**config.mk**
```make
export PLATFORM = sky130hd
export DESIGN_NAME = utf8_decode_validate_top
export DESIGN_NICKNAME = d
export VERILOG_FILES = /design/src/rtl/u8dv_pkg.sv /design/src/rtl/utf8_decode_validate_top.sv
export SDC_FILE = /design/constraint.sdc
export NUM_CORES = 1
export LEC_CHECK = 0
export BUFFER_PORTS_ARGS = -buffer_cell sky130_fd_sc_hd__buf_2
export CORE_MARGIN = 4
export CORE_UTILIZATION = 54
export CTS_CLUSTER_SIZE = 8
export DETAILED_ROUTE_END_ITERATION = 8
export PLACE_DENSITY_LB_ADDON = 0.2
export RECOVER_POWER = 25
export SETUP_SLACK_MARGIN = 0.3
export SLEW_MARGIN = 20
export SYNTH_ARGS = -nofsm -noshare
export SYNTH_HDL_FRONTEND = slang
export SYNTH_SLANG_ARGS = --single-unit
```
**constraint.sdc**
```tcl
create_clock -name clk -period 4.2 [get_ports clk]
set_input_delay 1.05 -clock clk [delete_from_list [all_inputs] [get_ports clk]]
set_output_delay 1.05 -clock clk [all_outputs]
set_load 0.02 [all_outputs]
```
**src/rtl/u8dv_pkg.sv**
```systemverilog
// Shared types, status codes and lookup functions for the UTF-8 decoder.
package u8dv_pkg;

  typedef enum logic [2:0] {
    ST_OK       = 3'd0,
    ST_TRUNC    = 3'd1,
    ST_ILLSTART = 3'd2,
    ST_NOTCONT  = 3'd3,
    ST_OVERLONG = 3'd4
  } status_t;

  localparam int unsigned CP_W     = 31;
  localparam int unsigned LIMIT_W  = 16;
  localparam int unsigned SEQ_W    = 3;
  localparam logic [SEQ_W-1:0] SEQ_ILLEGAL = 3'd0;

  // Sequence length from the start byte; SEQ_ILLEGAL where no sequence can start.
  function automatic logic [SEQ_W-1:0] seq_len(input logic [7:0] b);
    logic [SEQ_W-1:0] len;
    case (b) inside
      [8'h00:8'h7F]: len = 3'd1;
      [8'hC0:8'hDF]: len = 3'd2;
      [8'hE0:8'hEF]: len = 3'd3;
      [8'hF0:8'hF7]: len = 3'd4;
      [8'hF8:8'hFB]: len = 3'd5;
      [8'hFC:8'hFD]: len = 3'd6;
      default:       len = SEQ_ILLEGAL;
    endcase
    return len;
  endfunction

  // Smallest value that a sequence of the given length may carry.
  function automatic logic [CP_W-1:0] min_value(input logic [SEQ_W-1:0] len);
    logic [CP_W-1:0] v;
    case (len)
      3'd2:    v = 31'h0000_0080;
      3'd3:    v = 31'h0000_0800;
      3'd4:    v = 31'h0001_0000;
      3'd5:    v = 31'h0020_0000;
      3'd6:    v = 31'h0400_0000;
      default: v = '0;
    endcase
    return v;
  endfunction

endpackage

```
**src/rtl/utf8_decode_validate_top.sv**
```systemverilog
// UTF-8 decoder and validator, one byte per beat, 1 to 6 byte sequences.
// Takes one byte per cycle when not stalled; each result passes through the byte register, then
// the result register. All decoding, the sequence state and the counters update in the logic
// between the byte register and the result register, so throughput is set by that one stage and
// is one byte per cycle while out_stall does not hold the result register. A full result register
// may be held by out_stall while the byte register keeps the next byte.
// No clearing pass after reset; per-string state clears on the last byte of each string.
module utf8_decode_validate_top #(
  parameter int unsigned COUNT_WIDTH = 16
) (
  input  logic        clk,
  input  logic        rst_n,
  input  logic        cfg_we,
  input  logic [15:0] cfg_wdata,
  input  logic        in_valid,
  output logic        in_stall,
  input  logic [7:0]  in_data_byte,
  input  logic        in_last_byte,
  output logic        out_valid,
  input  logic        out_stall,
  output logic        out_char_valid,
  output logic [30:0] out_code_point,
  output logic        out_end_of_string,
  output logic [2:0]  out_status,
  output logic [15:0] out_char_count
);

  localparam int unsigned CMP_W = (COUNT_WIDTH > 16) ? COUNT_WIDTH : 16;
  localparam int unsigned CP_W  = u8dv_pkg::CP_W;
  localparam int unsigned SEQ_W = u8dv_pkg::SEQ_W;

  // configuration
  logic [15:0] emit_limit_r;

  // byte register
  logic       s1_valid_r;
  logic [7:0] s1_data_r;
  logic       s1_last_r;

  // string state
  logic [SEQ_W-1:0]       rem_r, rem_nxt;
  logic [SEQ_W-1:0]       seq_len_r, seq_len_nxt;
  logic [CP_W-1:0]        acc_r, acc_nxt;
  logic                   pend_r, pend_nxt;
  u8dv_pkg::status_t      err_r, err_nxt;
  logic [COUNT_WIDTH-1:0] dec_cnt_r, dec_cnt_nxt;
  logic [COUNT_WIDTH-1:0] emit_cnt_r, emit_cnt_nxt;

  // result register
  logic              out_valid_r;
  logic              char_valid_r, char_valid_nxt;
  logic [CP_W-1:0]   code_point_r, code_point_nxt;
  logic              eos_r;
  u8dv_pkg::status_t status_r;
  logic [15:0]       char_count_r, char_count_nxt;

  logic             out_adv;
  logic             s1_adv;
  logic             step;
  logic [SEQ_W-1:0] want;
  logic             fin;
  logic [CMP_W-1:0] dec_ext;

  assign out_adv  = !out_valid_r || !out_stall;
  assign s1_adv   = !s1_valid_r || out_adv;
  assign in_stall = !s1_adv;
  assign step     = s1_valid_r && out_adv;
  assign want     = u8dv_pkg::seq_len(s1_data_r);

  always_comb begin
    rem_nxt        = rem_r;
    seq_len_nxt    = seq_len_r;
    acc_nxt        = acc_r;
    pend_nxt       = pend_r;
    err_nxt        = err_r;
    dec_cnt_nxt    = dec_cnt_r;
    emit_cnt_nxt   = emit_cnt_r;
    char_valid_nxt = 1'b0;
    code_point_nxt = '0;
    fin            = 1'b0;

    if (err_r == u8dv_pkg::ST_OK) begin
      if (rem_r == '0) begin
        if (want == u8dv_pkg::SEQ_ILLEGAL) begin
          err_nxt = u8dv_pkg::ST_ILLSTART;
        end else begin
          seq_len_nxt = want;
          pend_nxt    = 1'b0;
          acc_nxt     = CP_W'(s1_data_r & (8'hFF >> want));
          rem_nxt     = want - 3'd1;
          if (rem_nxt == '0) begin
            fin = 1'b1;
          end else if (s1_last_r) begin
            err_nxt = u8dv_pkg::ST_TRUNC;
          end
        end
      end else begin
        if (!pend_r) begin
          if (s1_data_r[7:6] != 2'b10) begin
            pend_nxt = 1'b1;
          end else begin
            acc_nxt = {acc_r[CP_W-7:0], s1_data_r[5:0]};
          end
        end
        rem_nxt = rem_r - 3'd1;
        if (rem_nxt == '0) begin
          fin = 1'b1;
        end else if (s1_last_r) begin
          err_nxt = u8dv_pkg::ST_TRUNC;
        end
      end
    end

    // finish the sequence: check, count, emit
    if (fin) begin
      if (pend_nxt) begin
        err_nxt = u8dv_pkg::ST_NOTCONT;
      end else if (acc_nxt < u8dv_pkg::min_value(seq_len_nxt)) begin
        err_nxt = u8dv_pkg::ST_OVERLONG;
      end else begin
        if (dec_cnt_r != '1) begin
          dec_cnt_nxt = dec_cnt_r + 1'b1;
        end
        if (CMP_W'(emit_cnt_r) < CMP_W'(emit_limit_r)) begin
          if (emit_cnt_r != '1) begin
            emit_cnt_nxt = emit_cnt_r + 1'b1;
          end
          char_valid_nxt = 1'b1;
          code_point_nxt = acc_nxt;
        end
      end
    end
  end

  assign dec_ext        = CMP_W'(dec_cnt_nxt);
  assign char_count_nxt = dec_ext[15:0];

  always_ff @(posedge clk) begin
    if (!rst_n) begin
      emit_limit_r <= 16'hFFFF;
    end else if (cfg_we) begin
      emit_limit_r <= cfg_wdata;
    end
  end

  always_ff @(posedge clk) begin
    if (!rst_n) begin
      s1_valid_r <= 1'b0;
    end else if (s1_adv) begin
      s1_valid_r <= in_valid;
    end
  end

  always_ff @(posedge clk) begin
    if (s1_adv && in_valid) begin
      s1_data_r <= in_data_byte;
      s1_last_r <= in_last_byte;
    end
  end

  always_ff @(posedge clk) begin
    if (!rst_n) begin
      rem_r      <= '0;
      seq_len_r  <= '0;
      acc_r      <= '0;
      pend_r     <= 1'b0;
      err_r      <= u8dv_pkg::ST_OK;
      dec_cnt_r  <= '0;
      emit_cnt_r <= '0;
    end else if (step) begin
      if (s1_last_r) begin
        // drop all string state after the last byte
        rem_r      <= '0;
        seq_len_r  <= '0;
        acc_r      <= '0;
        pend_r     <= 1'b0;
        err_r      <= u8dv_pkg::ST_OK;
        dec_cnt_r  <= '0;
        emit_cnt_r <= '0;
      end else begin
        rem_r      <= rem_nxt;
        seq_len_r  <= seq_len_nxt;
        acc_r      <= acc_nxt;
        pend_r     <= pend_nxt;
        err_r      <= err_nxt;
        dec_cnt_r  <= dec_cnt_nxt;
        emit_cnt_r <= emit_cnt_nxt;
      end
    end
  end

  always_ff @(posedge clk) begin
    if (!rst_n) begin
      out_valid_r <= 1'b0;
    end else if (out_adv) begin
      out_valid_r <= s1_valid_r;
    end
  end

  always_ff @(posedge clk) begin
    if (step) begin
      char_valid_r <= char_valid_nxt;
      code_point_r <= code_point_nxt;
      eos_r        <= s1_last_r;
      status_r     <= err_nxt;
      char_count_r <= char_count_nxt;
    end
  end

  assign out_valid         = out_valid_r;
  assign out_char_valid    = char_valid_r;
  assign out_code_point    = code_point_r;
  assign out_end_of_string = eos_r;
  assign out_status        = status_r;
  assign out_char_count    = char_count_r;

endmodule

```
Yosys cells after proc, flatten, opt, wreduce, memory -nomap -nowiden

Cells that the tools add are included.

Word-level logic and storage cells: 133
Output and inout bits: 54
Flip-flop bits (word level): 152
Input bits: 30

$lt $le $gt $ge: 14
Shift operators: 1
Add/subtract/negate cells: 4
Equality and inequality tests: 11
Bitwise operators: 3
Mux-type cells: 56
Reductions and logical operators: 27

Operators by type and width:

| operator                                                                          | number |
|---|---|
| 31-bit two-way mux                                                                | 8 |
| 16-bit two-way mux                                                                | 11 |
| 27-bit one-hot mux with 5 select lines                                            | 1 |
| 3-bit two-way mux                                                                 | 24 |
| 8-bit >= comparator (second input constant)                                       | 5 |
| 8-bit less-or-equal comparator (second input constant)                            | 5 |
| 16-bit by 1-bit adder with 16-bit output (second input constant)                  | 2 |
| 16-bit inequality test (second input constant)                                    | 2 |
| 8-bit by 31-bit AND with 31-bit output                                            | 1 |
| 31-bit < comparator                                                               | 1 |
| 8-bit by 3-bit >> shifter with 31-bit output (first input constant)               | 1 |
| 16-bit < comparator                                                               | 1 |
| 3-bit logical NOT                                                                 | 5 |
| 1-bit two-way mux                                                                 | 12 |
| 3-bit equality test (second input constant)                                       | 3 |
| 8-bit by 1-bit >= comparator with 1-bit output (second input constant)            | 1 |
| 8-bit by 7-bit less-or-equal comparator with 1-bit output (second input constant) | 1 |
| 1-bit logical AND                                                                 | 8 |
| 2-bit nonzero test                                                                | 4 |
| 3-bit by 2-bit equality test with 1-bit output (second input constant)            | 2 |
| 2-bit inequality test (second input constant)                                     | 3 |
| 6-bit AND reduction                                                               | 1 |
| 3-bit by 1-bit subtractor with 3-bit output (second input constant)               | 2 |
| 1-bit logical NOT                                                                 | 4 |
| other kinds (6)                                                                   | 8 |

Longest topological paths before layout

Word-level depth: 21
Depth in mapped cells: 22

Least setup slack after synthesis

No wires, ideal clock.

Path type: flip-flop to flip-flop
Start: reg s1_data_r[1]
End: reg char_count_r[15], in the netlist out_char_count[15] (data pin)
Setup slack: -0.103 ns
Buffers on the path: 4
Stages on the path, launching flop included: 20
Data arrival time: 4.048 ns
Cells stage by stage: edfxtp_1 nand3b_1 a31o_2 ha_1 clkbuf_1 inv_1 a21oi_1 nor2_1 clkbuf_1 nor2_1 ha_1 nand2_1 or4_4 a41oi_4 o31ai_2 buf_6 buf_4 nor3_1 nand3_1 o21a_1

RTL lines:

| item                                                                                        | line                            | RTL |
|---|---|---|
| start: declaration                                                                          | utf8_decode_validate_top.sv:37  | `logic [7:0] s1_data_r;` |
| start signal: assignment                                                                    | utf8_decode_validate_top.sv:156 | `s1_data_r <= in_data_byte;` |
| 8-bit >= comparator (not written as such) or 8-bit less-or-equal comparator (tied branches) | utf8_decode_validate_top.sv:68  | `assign want = u8dv_pkg::seq_len(s1_data_r);` |
| 1-bit logical AND (not written as such)                                                     | utf8_decode_validate_top.sv:68  |  |
| 3-bit two-way mux (5 in a row)                                                              | u8dv_pkg.sv:20                  | `case (b) inside` |
| 3-bit two-way mux *                                                                         | u8dv_pkg.sv:20                  |  |
| 8-bit by 3-bit >> shifter with 31-bit output                                                | utf8_decode_validate_top.sv:89  | `acc_nxt = CP_W'(s1_data_r & (8'hFF >> want));` |
| 8-bit by 31-bit AND with 31-bit output                                                      | utf8_decode_validate_top.sv:89  |  |
| 31-bit two-way mux *                                                                        | utf8_decode_validate_top.sv:84  | `if (want == u8dv_pkg::SEQ_ILLEGAL) begin` |
| 31-bit two-way mux *                                                                        | utf8_decode_validate_top.sv:83  | `if (rem_r == '0) begin` |
| 31-bit two-way mux *                                                                        | utf8_decode_validate_top.sv:82  | `if (err_r == u8dv_pkg::ST_OK) begin` |
| net acc_nxt[16]                                                                             | utf8_decode_validate_top.sv:43  | `logic [CP_W-1:0] acc_r, acc_nxt;` |
| 31-bit < comparator *                                                                       | utf8_decode_validate_top.sv:118 | `end else if (acc_nxt < u8dv_pkg::min_value(seq_len_nxt)) begin` |
| 16-bit two-way mux *                                                                        | utf8_decode_validate_top.sv:118 |  |
| 16-bit two-way mux *                                                                        | utf8_decode_validate_top.sv:116 | `if (pend_nxt) begin` |
| 16-bit two-way mux *                                                                        | utf8_decode_validate_top.sv:115 | `if (fin) begin` |
| net char_count_nxt[15]                                                                      | utf8_decode_validate_top.sv:55  | `logic [15:0] char_count_r, char_count_nxt;` |
| end signal: assignment                                                                      | utf8_decode_validate_top.sv:206 | `char_count_r <= char_count_nxt;` |
| end: declaration                                                                            | utf8_decode_validate_top.sv:55  |  |

The timed path passes the listed nets; every way through them passes the cells marked *. The select of a mux whose other input is x is not followed.
A chain may end at the register's enable or synchronous reset.

Final worst setup path

Start: reg s1_data_r[6]
End: reg dec_cnt_r[7]

Longest elaborated chain between the ends: 21

RTL lines:

| item                                                                                        | line                            | RTL |
|---|---|---|
| 8-bit >= comparator (not written as such) or 8-bit less-or-equal comparator (tied branches) | utf8_decode_validate_top.sv:68  |  |
| 1-bit logical AND (not written as such)                                                     | utf8_decode_validate_top.sv:68  |  |
| 3-bit two-way mux (6 in a row)                                                              | u8dv_pkg.sv:20                  |  |
| 3-bit logical NOT                                                                           | utf8_decode_validate_top.sv:84  |  |
| 3-bit two-way mux                                                                           | utf8_decode_validate_top.sv:84  |  |
| 3-bit two-way mux                                                                           | utf8_decode_validate_top.sv:83  |  |
| 3-bit two-way mux                                                                           | utf8_decode_validate_top.sv:82  |  |
| 3-bit equality test or 3-bit by 2-bit equality test with 1-bit output (tied branches)       | u8dv_pkg.sv:35                  | `case (len)` |
| 27-bit one-hot mux with 5 select lines                                                      | u8dv_pkg.sv:35                  |  |
| 31-bit two-way mux                                                                          | utf8_decode_validate_top.sv:116 |  |
| 31-bit two-way mux                                                                          | utf8_decode_validate_top.sv:115 |  |
| 31-bit < comparator                                                                         | utf8_decode_validate_top.sv:118 |  |
| 16-bit two-way mux                                                                          | utf8_decode_validate_top.sv:118 |  |
| 16-bit two-way mux                                                                          | utf8_decode_validate_top.sv:116 |  |
| 16-bit two-way mux *                                                                        | utf8_decode_validate_top.sv:115 |  |
| 16-bit two-way mux *                                                                        | utf8_decode_validate_top.sv:171 | `if (s1_last_r) begin` |
| end signal: assignment                                                                      | utf8_decode_validate_top.sv:186 | `dec_cnt_r <= dec_cnt_nxt;` |
| end: declaration                                                                            | utf8_decode_validate_top.sv:46  | `logic [COUNT_WIDTH-1:0] dec_cnt_r, dec_cnt_nxt;` |

Every way passes the cells marked *; elsewhere a longest branch is shown, timed or not. The select of a mux whose other input is x is not followed.

==> impl_metrics.toml <==
[outcome]
result_of_the_run = "finished with violations"
violations = "capacitance limit, slew limit"

[logic_synthesis]
synth_sequential_area_ratio_pct = 45.9
netlist_area_um2 = 7960
ys_warn_count = 0
synth_nets = 923
syn-mean-instance-area_um2 = 9.20
yosys_register_bits = 152
synthCells = 865
synth.distinct_cells = 78
postSynth.topFlopCell = "dfxtp_1"
synth_enable_flop_cells = 61
async_s_r_ff_share_synth_pct = 0

[job]
maxCapViolCount = 1

[global_route]
grt_pass1_wl_um = 35000
overflow = 0
overall_global_routing_usage_pct = 26.6
grt_start_max_net_pins = 51
number_of_global_route_vias_before_repair = 6722
antenna_violations_before_repair = 0

[worst_setup_path]
worst-endpoint-required_ns = 4.56
critical_path_arrival_ns = 4.36
crit_family = "simple AND/OR/NAND/NOR gates"
worst_r2r_path_depth = 18
crit_type = "reg -> reg"
crit_path_frequent_cell = "nand2_2"
crit_path_end_kind = "flop"
critical_path.n_buffers_inverters = 2
cp_slowest_cell = "or4_1"
worstSetupStartpointType = "flop"
cp_cell_sequence = "nand2_2 -> o2bb2ai_4 -> ha_4 -> inv_4 -> a21oi_4 -> nor2_4 -> nand2_2 -> o21a_1 -> nand4_1 -> ha_4 -> nand2_2 -> or4_4 -> a41oi_4 -> o31ai_4 -> buf_12 -> nand2b_4 -> or4_1 -> a31oi_1"
slowest_delay_ns = 0.50
critical_path.max_fanout = 8
crit_cells = 18

[routing]
drc_errors = 0
detail_route.wirelength_um = 22600
ant_nets = 0
total_number_of_vias = 7405
drt_pre_antenna_iters = 6
drt-wirelength-per-cell_um = 18.9
first_iter_violations = 867
via_per_inst = 6.20

[placed_design]
numPortBuffers = 83
gp_congestion = 0.993
dp.final_hpwl_um = 14600

[power_and_ir_drop]
share_seq_of_total_power_pct = 42.7
power.combinational.fraction_pct = 15.2
power.total_w = 0.00375
p_leak_nw = 4.14
p_sw_w = 0.00101
irDropWorstVdd_v = 0.000293
clkPwrFrac_pct = 42.1
power-per-cell-area_nw_per_um2 = 372
p_int_w = 0.00274
swShare_pct = 27.0

[die]
rows = 44
floorplan.initialDensity_pct = 54.9
dieHeight_um = 129
io-pin-count = 84
coreArea_um2 = 14500
dieWidth_um = 129
design.die.area_um2 = 16700

[clock_tree]
tritoncts = "yes"
cts_inserted_buffers = 17
clkLatencyLatePin_ns = 0.44
ctsHoldBuffers = 0
clock_tree.htree_level_count = 4
cts_buffer_depth = 2
clkTransAtPathRegs_ns = 0.06
clockRootBuffer = "clkbuf_16"
clkSinkCount = 152

[timing]
tightestPinTransition_ns = 1.57
grt_setup_unrepaired = "true"
slew_headroom_pct = -4.48
period_minus_slack_ns = 4.00
clock-skew-final_ns = 0.00852
max_freq_ghz = 0.250
finalHoldViolCount = 0
final_number_of_setup_violating_endpoints = 0
final.setup.tns_ns = 0
final_period_utilization_pct = 95.3
report.final.slew_viol_count = 33

[layout]
area_delta_synth_final_pct = 26.8
n_antenna_cell = 0
proportion_of_layout_cells_with_a_drive_suffix_above_1_pct = 24.9
final_nets = 1056

[min_path]
timing.hold.worst.class = "reg -> reg"
worstHoldPathCells = 2
[cells by family (layout without fill, tap and decap cells)]
family          count (synthesis)  in the layout  synth area share [%]
mux                            16             16                  2.08
flops                         152            152                  45.9
buf+inv                        79            225                  4.04
fa+ha+maj                      29             29                  4.53
xor+xnor                       20             20                  2.20
compound gates                222            222                  19.5
simple gates                  347            347                  21.8
[power by group through the flow]
stage | Sequential [W] | Combinational (W) | Clock (W)
after floorplan | 0.00166 | 0.000273 | 0
after global placement | 0.00163 | 0.000444 | 0
after detailed placement | 0.00163 | 0.000447 | 0
after CTS | 0.00160 | 0.000527 | 0.00159
after global routing | 0.00160 | 0.000607 | 0.00165
final | 0.00160 | 0.000571 | 0.00158
[Yosys cell counts (8+ instances only)]
library cell | count | area share, %
a22oi_1 | 24 | 2.3
a2111oi_0 | 9 | 0.99
nand3_1 | 32 | 2.0
buf_2 | 8 | 0.50
mux2i_1 | 12 | 1.5
o21ai_0 | 24 | 1.5
or4_1 | 9 | 0.85
inv_1 | 26 | 1.2
edfxtp_1 | 61 | 23
dfxtp_1 | 91 | 23
ha_1 | 28 | 4.4
o211ai_1 | 28 | 2.6
xnor2_1 | 13 | 1.4
and2_1 | 13 | 1.0
nand4_1 | 15 | 1.2
nor2_1 | 95 | 4.5
nor3_1 | 22 | 1.4
nand2_1 | 98 | 4.6
clkbuf_1 | 34 | 1.6
a21oi_1 | 55 | 3.5
a31oi_1 | 12 | 0.94
a21o_1 | 8 | 0.75
o31ai_1 | 8 | 0.75
or3_1 | 9 | 0.71
and3_1 | 15 | 1.2
[routing by layer]
layer,part of all wire [%],global-route usage [%],wire [um],vias up
li1,-,-,-,3477
met1,43,37.1,9650,3511
met2,47,41.4,10600,364
met3,8.5,6.10,1910,53
met4,1.9,8.40,430,0
met5,0,0,0,-
[final timing paths]
kind	slack (ns)	endpoint	startpoint
setup reg to reg	0.20	dec_cnt_r[7]	s1_data_r[6]
setup / recovery	0.20	dec_cnt_r[7]	s1_data_r[6]
hold / removal	0.46	rem_r[1]	rem_r[1]
hold reg to reg	0.46	rem_r[1]	rem_r[1]
[cell type report]
cell class	count	area, um^2
multi-input cells	634	4420
fillers	1137	4400
flip-flops and latches	152	3650
repair buffers	164	1070
clock buffers	18	429
well taps	184	230
clock inverters	14	174
inverters	29	111
[placed cells by master (no fill, tap or decap), types with 9 or more instances in the layout]
| cell type | synthesis | layout |
|---|---|---|
| o21ai_0 | 24 | 22 |
| clkbuf_16 | 0 | 17 |
| nand3_1 | 32 | 30 |
| nor3_1 | 22 | 11 |
| a31oi_1 | 12 | 12 |
| ha_1 | 28 | 25 |
| a22oi_1 | 24 | 24 |
| inv_1 | 26 | 26 |
| or4_1 | 9 | 9 |
| nand4_1 | 15 | 15 |
| dfxtp_1 | 91 | 91 |
| edfxtp_1 | 61 | 61 |
| o211ai_1 | 28 | 28 |
| a21oi_1 | 55 | 53 |
| buf_2 | 8 | 66 |
| and2_1 | 13 | 13 |
| nor2_1 | 95 | 92 |
| nand2_1 | 98 | 90 |
| mux2i_1 | 12 | 11 |
| buf_4 | 2 | 67 |
| xnor2_1 | 13 | 11 |
| clkbuf_1 | 34 | 22 |
| and3_1 | 15 | 15 |
[state kept, by name, summed over array words and instances (netlist names), 3 cells and up]
signal          cells
acc_r              31
dec_cnt_r          16
emit_cnt_r         16
emit_limit_r       16
err_r               3
out_char_count     16
out_code_point     31
out_status          3
rem_r               3
s1_data_r           8
seq_len_r           3
[worst min-delay path, stage by stage (launching register included)]
cell     delay (ns)
dfxtp_1        0.31
nand2_1        0.05
a21oi_1        0.06
[per-stage QoR]
step | cells | instance area [um^2] | setup slack (ns) | util, % | hold slack, ns
final | 1195 | 10100 | 0.196 | 69.6 | 0.464
after global routing | 1195 | 10100 | 0.0994 | 69.6 | 0.499
after CTS | 1184 | 9850 | 0.287 | 68.0 | 0.467
after detailed placement | 1120 | 8800 | -0.166 | 60.8 | 0.457
after global placement | 1120 | 8800 | 0.00319 | 60.8 | 0.445
after floorplan | 865 | 8090 | 0.336 | - | 0.424
[repair_timing]
item | CTS | global route
gates cloned | 2 | 0
pin swaps | 22 | 33
setup buffers | 30 | 11
endpoints found under the setup margin | 65 | 77
gates resized for setup | 29 | 39
endpoints found under the hold margin | 0 | 0
No activity file was read; power rests on OpenSTA's default activity.
